--- src/sv/assert_macros.svh ---
// ----------------------------------------------------------------------------
// Assertion macros
// Shared concurrent assertion forms, clocked on clk_i, disabled in reset.
// ----------------------------------------------------------------------------
`ifndef ASSERT_MACROS_SVH
`define ASSERT_MACROS_SVH

// Property must hold at every clock edge outside reset.
`define LKV_ASSERT(label, prop, msg) \
  label: assert property (@(posedge clk_i) disable iff (!rst_ni) (prop)) else $error(msg);

// Condition must never be seen outside reset.
`define LKV_ASSERT_NEVER(label, cond, msg) \
  label: assert property (@(posedge clk_i) disable iff (!rst_ni) !(cond)) else $error(msg);

`endif

--- src/sv/lkv_pkg.sv ---
`timescale 1ns / 1ps
// ----------------------------------------------------------------------------
// LRU key-value cache package
// Table size, derived widths, command codes and the request/response types.
// ----------------------------------------------------------------------------
package lkv_pkg;

  localparam int unsigned ENTRIES = 16;
  localparam int unsigned RANK_W  = (ENTRIES > 1) ? $clog2(ENTRIES) : 1;
  localparam int unsigned CNT_W   = $clog2(ENTRIES + 1);
  localparam int unsigned CAP_W   = 5;
  localparam int unsigned DATA_W  = 32;
  localparam logic [CAP_W-1:0] CAP_RESET = CAP_W'(16);

  typedef enum logic [0:0] {
    CMD_GET = 1'b0,
    CMD_PUT = 1'b1
  } cmd_e;

  typedef struct packed {
    cmd_e                     cmd;
    logic signed [DATA_W-1:0] key;
    logic signed [DATA_W-1:0] value;
  } req_t;

  typedef struct packed {
    logic                     hit;
    logic signed [DATA_W-1:0] read_value;
    logic                     evicted;
  } rsp_t;

endpackage

--- src/sv/lkv_table.sv ---
`timescale 1ns / 1ps
// ----------------------------------------------------------------------------
// LRU key-value table
// Fully associative store with parallel key match and recency ranks.
// Evaluates one request per step and updates all entries at the clock edge.
// ----------------------------------------------------------------------------
`include "assert_macros.svh"

module lkv_table (
  input  logic                         clk_i,
  input  logic                         rst_ni,
  input  logic                         clear_i,
  input  logic [lkv_pkg::CAP_W-1:0]    cap_i,
  input  logic                         step_i,
  input  lkv_pkg::req_t                req_i,
  output lkv_pkg::rsp_t                rsp_o
);
  import lkv_pkg::*;

  logic signed [DATA_W-1:0] key_q   [ENTRIES];
  logic signed [DATA_W-1:0] value_q [ENTRIES];
  logic [RANK_W-1:0]        rank_q  [ENTRIES];
  logic [RANK_W-1:0]        rank_d  [ENTRIES];
  logic [ENTRIES-1:0]       valid_q, valid_d;
  logic [CNT_W-1:0]         count_q, count_d;

  logic [ENTRIES-1:0]       match;
  logic [ENTRIES-1:0]       lru;
  logic [ENTRIES-1:0]       first_free;
  logic [ENTRIES-1:0]       slot;
  logic                     hit;
  logic [RANK_W-1:0]        hit_rank;
  logic signed [DATA_W-1:0] hit_value;
  logic [RANK_W-1:0]        lru_rank;
  logic [CNT_W-1:0]         eff_cap;
  logic                     full;
  logic                     is_put;
  logic                     insert;
  logic                     evict;

  // Capacity zero acts as one, anything past the table size as the table size.
  always_comb begin
    if (cap_i == '0) begin
      eff_cap = CNT_W'(1);
    end else if (int'(cap_i) > ENTRIES) begin
      eff_cap = CNT_W'(ENTRIES);
    end else begin
      eff_cap = CNT_W'(cap_i);
    end
  end

  always_comb begin
    hit_rank  = '0;
    hit_value = '0;
    for (int i = 0; i < ENTRIES; i++) begin
      match[i]  = valid_q[i] && (key_q[i] == req_i.key);
      hit_rank  = hit_rank | (rank_q[i] & {RANK_W{match[i]}});
      hit_value = hit_value | (value_q[i] & {DATA_W{match[i]}});
    end
  end

  assign hit        = |match;
  assign is_put     = (req_i.cmd == CMD_PUT);
  assign full       = (count_q >= eff_cap);
  assign insert     = is_put && !hit;
  assign evict      = insert && full;
  // Valid ranks always form 0 .. count-1, so the oldest entry holds count-1.
  assign lru_rank   = RANK_W'(count_q - 1'b1);
  assign first_free = ~valid_q & (valid_q + 1'b1);
  assign slot       = evict ? lru : first_free;

  always_comb begin
    for (int i = 0; i < ENTRIES; i++) begin
      lru[i] = valid_q[i] && (rank_q[i] == lru_rank);
    end
  end

  always_comb begin
    valid_d = valid_q;
    count_d = count_q;
    for (int i = 0; i < ENTRIES; i++) begin
      rank_d[i] = rank_q[i];
    end
    if (hit) begin
      // Move the hit entry to the front; age only those ahead of it.
      for (int i = 0; i < ENTRIES; i++) begin
        if (match[i]) begin
          rank_d[i] = '0;
        end else if (valid_q[i] && (rank_q[i] < hit_rank)) begin
          rank_d[i] = RANK_W'(rank_q[i] + 1'b1);
        end
      end
    end else if (insert) begin
      for (int i = 0; i < ENTRIES; i++) begin
        if (slot[i]) begin
          rank_d[i]  = '0;
          valid_d[i] = 1'b1;
        end else if (valid_q[i]) begin
          rank_d[i] = RANK_W'(rank_q[i] + 1'b1);
        end
      end
      count_d = evict ? count_q : CNT_W'(count_q + 1'b1);
    end
  end

  always_ff @(posedge clk_i or negedge rst_ni) begin
    if (!rst_ni) begin
      valid_q <= '0;
      count_q <= '0;
      for (int i = 0; i < ENTRIES; i++) begin
        rank_q[i] <= '0;
      end
    end else if (clear_i) begin
      valid_q <= '0;
      count_q <= '0;
      for (int i = 0; i < ENTRIES; i++) begin
        rank_q[i] <= '0;
      end
    end else if (step_i) begin
      valid_q <= valid_d;
      count_q <= count_d;
      for (int i = 0; i < ENTRIES; i++) begin
        rank_q[i] <= rank_d[i];
      end
    end
  end

  always_ff @(posedge clk_i) begin
    if (step_i && !clear_i) begin
      for (int i = 0; i < ENTRIES; i++) begin
        if (insert && slot[i]) begin
          key_q[i]   <= req_i.key;
          value_q[i] <= req_i.value;
        end else if (is_put && match[i]) begin
          value_q[i] <= req_i.value;
        end
      end
    end
  end

  assign rsp_o.hit        = hit;
  assign rsp_o.read_value = (hit && !is_put) ? hit_value : '0;
  assign rsp_o.evicted    = evict;

  `LKV_ASSERT(a_match_unique, $onehot0(match), "key matches more than one valid entry")
  `LKV_ASSERT(a_count_tracks_valid, $countones(valid_q) == int'(count_q), "entry count out of step with valid bits")
  `LKV_ASSERT(a_evict_keeps_count, (step_i && !clear_i && evict) |=> (count_q == $past(count_q)), "eviction changed the entry count")

endmodule

--- src/sv/lru_key_value_cache.sv ---
`timescale 1ns / 1ps
// ----------------------------------------------------------------------------
// LRU key-value cache
// Fully associative 16-entry key-value store with least-recently-used
// replacement, valid/ready request and response channels.
// ----------------------------------------------------------------------------
// Usage:
//   Input channel (in_valid_i/in_ready_o) carries cmd_i (0 get, 1 put), key_i
//   and value_i. Every transaction yields exactly one response on the output
//   channel (out_valid_o/out_ready_i): hit_o, read_value_o (stored value on a
//   get hit, else 0) and evicted_o (a put pushed out the oldest entry).
//   The request register loads on acceptance; the response register loads from
//   it when the request advances. Throughput is one transaction per cycle while
//   the receiver does not stall: the lookup, rank update and table write all fit
//   between the request register and the response register.
//   When the receiver stalls, the response register holds and the request
//   register fills; in_ready_o drops only while both are occupied.
//   The configuration channel (cfg_valid_i/cfg_ready_o, cfg_data_i) writes the
//   capacity and empties the table; write it only while no transaction is in
//   flight. Reset empties the table and sets the capacity to 16; no clearing
//   pass is needed, the block accepts requests right after reset.
// ----------------------------------------------------------------------------
module lru_key_value_cache (
  input  logic                              clk_i,
  input  logic                              rst_ni,
  input  logic                              in_valid_i,
  output logic                              in_ready_o,
  input  logic                              cmd_i,
  input  logic signed [lkv_pkg::DATA_W-1:0] key_i,
  input  logic signed [lkv_pkg::DATA_W-1:0] value_i,
  output logic                              out_valid_o,
  input  logic                              out_ready_i,
  output logic                              hit_o,
  output logic signed [lkv_pkg::DATA_W-1:0] read_value_o,
  output logic                              evicted_o,
  input  logic                              cfg_valid_i,
  output logic                              cfg_ready_o,
  input  logic [lkv_pkg::CAP_W-1:0]         cfg_data_i
);
  import lkv_pkg::*;

  logic             in_valid_q;
  req_t             req_q;
  logic             out_valid_q;
  rsp_t             rsp_q;
  rsp_t             rsp;
  logic [CAP_W-1:0] cap_q;
  logic             advance;
  logic             in_take;
  logic             cfg_write;

  assign advance     = in_valid_q && (!out_valid_q || out_ready_i);
  assign in_ready_o  = !in_valid_q || advance;
  assign in_take     = in_valid_i && in_ready_o;
  assign cfg_ready_o = 1'b1;
  assign cfg_write   = cfg_valid_i && cfg_ready_o;

  always_ff @(posedge clk_i or negedge rst_ni) begin
    if (!rst_ni) begin
      in_valid_q  <= 1'b0;
      out_valid_q <= 1'b0;
      cap_q       <= CAP_RESET;
    end else begin
      if (in_take) begin
        in_valid_q <= 1'b1;
      end else if (advance) begin
        in_valid_q <= 1'b0;
      end
      if (advance) begin
        out_valid_q <= 1'b1;
      end else if (out_ready_i) begin
        out_valid_q <= 1'b0;
      end
      if (cfg_write) begin
        cap_q <= cfg_data_i;
      end
    end
  end

  // Payload registers: load on their handshake, hold otherwise.
  always_ff @(posedge clk_i) begin
    if (in_take) begin
      req_q.cmd   <= cmd_e'(cmd_i);
      req_q.key   <= key_i;
      req_q.value <= value_i;
    end
    if (advance) begin
      rsp_q <= rsp;
    end
  end

  lkv_table u_table (
    .clk_i   (clk_i),
    .rst_ni  (rst_ni),
    .clear_i (cfg_write),
    .cap_i   (cap_q),
    .step_i  (advance),
    .req_i   (req_q),
    .rsp_o   (rsp)
  );

  assign out_valid_o  = out_valid_q;
  assign hit_o        = rsp_q.hit;
  assign read_value_o = rsp_q.read_value;
  assign evicted_o    = rsp_q.evicted;

endmodule
--- config.mk ---
export PLATFORM = sky130hd
export DESIGN_NAME = lru_key_value_cache
export DESIGN_NICKNAME = d
export VERILOG_FILES = /design/src/sv/lkv_pkg.sv /design/src/sv/lkv_table.sv /design/src/sv/lru_key_value_cache.sv
export VERILOG_INCLUDE_DIRS = /design/src /design/src/sv
export SDC_FILE = /design/constraint.sdc
export NUM_CORES = 2
export LEC_CHECK = 0
export BUFFER_PORTS_ARGS = -buffer_cell sky130_fd_sc_hd__buf_2
export CAP_MARGIN = 20
export CORE_ASPECT_RATIO = 0.9
export CORE_MARGIN = 3
export CORE_UTILIZATION = 60
export DETAILED_ROUTE_END_ITERATION = 7
export PLACE_DENSITY_LB_ADDON = 0.3
export SLEW_MARGIN = 25
export SYNTH_ARGS = -nofsm -noshare
export SYNTH_HDL_FRONTEND = slang
export SYNTH_SLANG_ARGS = --single-unit
--- constraint.sdc ---
create_clock -name clk_i -period 10.4 [get_ports clk_i]
set_input_delay 2.08 -clock clk_i [delete_from_list [all_inputs] [get_ports clk_i]]
set_output_delay 2.08 -clock clk_i [all_outputs]
set_load 0.02 [all_outputs]
# --- After elaboration in Yosys (flattened, before gate mapping) ---
# Memories as Yosys holds them, arrays and structs flattened.
# Cells that the tools add are included.
word_totals:
  register_bits: 191
  latch_bits: 0
  ramBits: 1024
  romBits: 0
  in_bits: 75
  out_inout_bits: 37
  word_cells: 604
  n_memories: 2
mem_list:
  columns: ["name", "words", "word_bits", "read_ports", "rd_ports_with_merged_regs", "write_ports", "line", "text"]
  rows:
  - ["u_table.key_q", 16, 32, 16, 0, 16, "lkv_table.sv:20", "logic signed [DATA_W-1:0] key_q [ENTRIES];"]
  - ["u_table.value_q", 16, 32, 16, 0, 16, "lkv_table.sv:21", "logic signed [DATA_W-1:0] value_q [ENTRIES];"]
classes:
  add_sub_neg: 19
  mul: 0
  div: 0
  order_cmp: 18
  n_eq_ne: 50
  shifts: 0
  n_mux: 228
  bitwise: 80
  reduce_logical: 165
ops:
  columns: ["cell", "n"]
  rows:
  - ["32-bit bitwise AND", 16]
  - ["32-bit == test", 16]
  - ["32-bit two-way mux", 16]
  - ["32-bit OR", 15]
  - ["4-bit two-way mux", 64]
  - ["64-bit two-way mux", 4]
  - ["1-bit two-way mux", 132]
  - ["4-bit AND reduction", 33]
  - ["1-bit logical AND", 86]
  - ["16-bit two-way mux", 5]
  - ["4-bit by 1-bit adder with 4-bit output (second input constant)", 16]
  - ["4-bit bitwise AND", 16]
  - ["4-bit == test", 16]
  - ["4-bit less-than comparator", 16]
  - ["4-bit by 3-bit != test with 1-bit output (second input constant)", 16]
  - ["4-bit nonzero test", 16]
  - ["4-bit OR", 15]
  - ["2-bit nonzero test", 20]
  - ["5-bit two-way mux", 7]
  - ["16-bit by 1-bit adder with 16-bit output (second input constant)", 1]
  - ["16-bit bitwise AND", 1]
  - ["16-bit NOT", 1]
  - ["1-bit OR", 16]
  - ["16-bit OR reduction", 1]
  - ["other kinds (9)", 15]

# --- Logic depth before layout (Yosys ltp) ---
# An unclocked memory read counts as a cell.
depth:
  ltp_word: 26
  depth_mapped: 19
  mapped_depth_nobuf: 17

# --- Cells and area by module ---
# Synthesis repeated with hierarchy kept, for this count alone.
unflattened:
  cells_unflattened: 3665
  hier_area_um2: 52895.7
modules_own_cells:
  columns: ["module", "n_inst", "cells_per_inst", "area_each_um2", "seq_area_each_um2"]
  rows:
  - ["lkv_table", 1, 3546, 49640.1, 32876.5]
  - ["lru_key_value_cache", 1, 119, 3255.6, 3149.3]

# --- Worst setup path after synthesis ---
# No wires, ideal clock.
synth_path:
  kind: "input port to flip-flop"
  from: "input out_ready_i"
  to: "memory u_table.value_q[11][4] (netlist: u_table.value_q[1][100]), enable pin"
  setup_ns: 0.388
  arrival_ns: 6.864
  required_ns: 10.012
  slack_ns: 3.148
  stages: 6
  n_path_buf: 1
  cell_sequence: "nand2b_1 -> and2_1 -> clkbuf_1 -> nand2_1 -> nor3_1 -> a21o_1"
synth_rtl:
  columns: ["element", "line", "text"]
  rows:
  - ["start: declaration", "lru_key_value_cache.sv:32", "input logic out_ready_i,"]
  - ["end: declaration", "lkv_table.sv:21", null]

==> results.py <==
metrics = {
    "floorplanning": {
        "coreArea_um2": 86270,
        "row_count": 102,
        "fp.dieArea_um2": 90950,
        "die_x_um": 317.6,
        "die_y_um": 286.4,
        "io_pins": 112,
        "start_util_pct": 60.76,
    },
    "setup_path": {
        "r2r_cells": 13,
        "reg2reg_from": "req_q[49]",
        "critical_path_required_ps": 10740,
        "cp-start-kind": "flop",
        "end_kind": "flop",
        "r2r_slack_ps": 4380,
        "crit_type": "reg -> reg",
        "critical_path_peak_fanout": 36,
        "worstPathArrival_ps": 6360,
        "timing.rr.end": "u_table.value_q[1][82]",
    },
    "worst_hold_path": {
        "min_from": "in_valid_q",
        "holdPathStages": 1,
        "min_path_type": "reg -> reg",
        "holdPathEnd": "out_valid_o",
    },
    "timing": {
        "worst_pin_slew_ps": 1092,
        "skew_ps": 63.61,
        "setup_ws_ps": 4382,
        "fin_crit_sh_pct": 57.86,
        "slew_headroom_pct": 26.55,
        "rsz0062_at_grt": "no",
        "post-route-min-period_ps": 6018,
        "final.setup.tns_ps": 0,
        "fmax_mhz": 166.2,
        "fin_hold_ws_ps": 505.7,
        "slew_viol_final": 0,
        "hold_viol": 0,
        "final-setup-viol-count": 0,
    },
    "yosys": {
        "syn_area_um2": 52420,
        "yosys.area.top_type": "edfxtp_1",
        "yosys-top-cells-area": "edfxtp_1, xnor2_1, dfrtp_1",
        "seq_area_frac_synth_pct": 68.73,
        "synth-async-reset-ratio_pct": 7.572,
        "syn_nets": 3651,
        "synth_edf_count": 1123,
        "synth.avg_cell_area_um2": 14.82,
        "synth-simple-area-share_pct": 9.293,
        "yosysMostFrequentCell": "edfxtp_1",
        "synth_commonest_cells": "edfxtp_1, xnor2_1, nand4_1",
        "synth_adder_area_share_pct": 1.007,
        "ys_ff_latch": 1215,
        "syn_inst": 3537,
        "synthMuxAreaShare_pct": 0.4750,
        "ys_types": 94,
        "synth_top_family_by_area": "simple AND/OR/NAND/NOR gates",
        "yosysTopAreaCellShare_pct": 64.33,
        "yosys_warnings": 0,
        "synthFlopType": "edfxtp_1",
        "synth_compound_area_share_pct": 8.691,
        "synthXorXnorAreaFrac_pct": 9.106,
    },
    "clock_network": {
        "cts_tree": "done",
        "clock-sinks": 1215,
        "cts_resized": 0,
        "clkLatencyLatePin_ps": 720,
        "hold_buffers": 0,
        "numCtsBuffers": 113,
        "htreeDepth": 3,
        "max-clock-path-buffers": 3,
        "cts_root_buffer": "clkbuf_16",
        "postCtsSetupBuffers": 0,
        "clk_pin_slew_ps": 70,
    },
    "final_layout": {
        "fin_area_um2": 57990,
        "seqCellArea_um2": 36030,
        "final_cells": 4924,
        "nNetsFinal": 3795,
        "multiInputGateArea_um2": 15170,
        "fill_cells": 5814,
        "area_delta_synth_final_pct": 10.64,
        "drive_gt1_share_pct": 12.15,
    },
    "route": {
        "via_per_inst": 6.754,
        "firstDrtPassIters": 6,
        "drt-initial-drc-count": 4893,
        "vias": 33260,
        "drc": 0,
        "ant_nets": 0,
        "routedWlPerCell_um": 29.25,
        "routed_wl_um": 144000,
    },
    "pwr": {
        "power_frac_comb_pct": 6.2,
        "ir_worst_vdd_mv": 0.2169,
        "switchingPower_mw": 2.385,
        "p_per_area_nw_per_um2": 180.5,
        "seqPwrFrac_pct": 53.2,
        "pwr-share-clk_pct": 40.5,
        "intPower_mw": 8.083,
        "power.share.switching_pct": 22.78,
        "p_leak_nw": 18.74,
    },
    "place": {
        "dpl_worst_slack_ps": 4575,
        "placed_area_um2": 54190,
        "dp_cells": 4710,
        "dp_hpwl_um": 83220,
        "place_congestion": 1.039,
        "numPortBuffers": 110,
    },
    "flow_run": {
        "cap_violations": 0,
    },
    "global_route": {
        "grt_overflow": 0,
        "grt_pass1_wl_um": 211000,
        "gr-usage-all-layers_pct": 31.34,
        "grt_max_degree": 53,
        "antenna_found_initial": 1,
        "first_global_vias": 32110,
    },
    "outcome": {
        "status": "completed",
    },
}
[worst max-delay path by stage]
stage | endpoint | startpoint | slack [ps] | depth (start not counted)
2_1_floorplan | u_table.value_q[1][100] | out_ready_i | 3150 | 6
3_3_place_gp | u_table.value_q[1][96] | req_q[36] | 4650 | 13
3_5_place_dp | u_table.value_q[1][101] | req_q[41] | 4580 | 13
4_1_cts | u_table.value_q[0][172] | req_q[41] | 4540 | 12
5_1_grt | u_table.value_q[1][80] | req_q[49] | 4180 | 13
6_report | u_table.value_q[1][82] | req_q[49] | 4380 | 13
[cell usage in the layout, fill, tap and decap left out, types with 11 or more instances in the layout]
cell type,instances
edfxtp_1,1123
xnor2_1,484
nand4_1,237
a22o_1,134
a221oi_1,127
nand2_1,125
clkbuf_16,113
buf_2,109
nor2_1,108
buf_4,95
nand3_1,93
dfrtp_1,91
o21ai_0,82
inv_1,80
nand2b_1,72
xor2_1,59
nor3_1,50
nor4_1,43
ha_1,39
clkinv_1,31
a41oi_1,31
a21oi_1,25
o31ai_1,22
clkinv_2,22
and2_1,21
clkbuf_1,21
a21o_1,20
and3_1,20
o2111ai_1,19
bufinv_16,17
mux2_2,15
a22oi_1,15
nor4_2,13
nor2b_1,11
[through the flow]
| stage | utilization (%) | total power, mW |
|---|---|---|
| CTS | 67.20 | 10.48 |
| finish | 67.22 | 10.47 |
| global route | 67.22 | 10.74 |
| floorplan | - | 6.076 |
| detailed placement | 62.81 | 6.306 |
| global placement | 62.79 | 6.285 |
[per-layer routing]
layer / global-route usage, % / vias up / share of wire, %
li1: - / 14090 / -
met1: 46.09 / 16470 / 40
met2: 45.86 / 2353 / 44
met3: 7.581 / 350 / 13
met4: 11.69 / 2 / 3.7
met5: 0 / - / 0.010
[cell families (layout without fill, tap and decap cells)]
logic type | Yosys count | in the layout
AOI/OAI and AO/OA | 577 | 577
xor gates and xnor gates | 545 | 545
adders and majority gates | 43 | 43
buffers and inverters | 259 | 501
DFF | 1215 | 1215
muxes | 23 | 23
other | 1 | 2
and+or+nand+nor | 874 | 874
[state kept, by name, indices dropped and copies added, names as in the netlist]
name and cells:
u_table.key_q 512, u_table.value_q 512, hit_o 1, u_table.rank_q 64, u_table.valid_q 16, req_q 65, evicted_o 1, read_value_o 32
u_table.count_q 5, cap_q 5, out_valid_o 1, in_valid_q 1
[power by group through the flow]
stage | clock network [mW] | logic, mW | registers, mW
4_1_cts | 4.27 | 0.643 | 5.57
3_3_place_gp | 0 | 0.621 | 5.66
3_5_place_dp | 0 | 0.638 | 5.67
6_report | 4.24 | 0.653 | 5.57
5_1_grt | 4.46 | 0.708 | 5.58
2_1_floorplan | 0 | 0.444 | 5.63
[layout make-up]
type                       count  area share, %
sequential                  1215          62.12
multi-input combinational   2063          26.15
clock buffer                 134          5.012
tap                         1144          2.468
timing repair buffer         204          2.170
clock inverter                79          1.521
inverter                      84         0.5523
antenna                        1       0.004315
[worst max-delay path: stages (launching register included)]
cell      delay [ps]
edfxtp_1         340
buf_4            470
inv_1            310
o21ai_0          250
nor3_1           190
and4_2           230
buf_4            330
nor4_2           360
and4_1           570
nand2_1          470
nor2_1           830
nand2_1          410
nand2_2          260
buf_4            520
(Power assumes the default switching activity.)
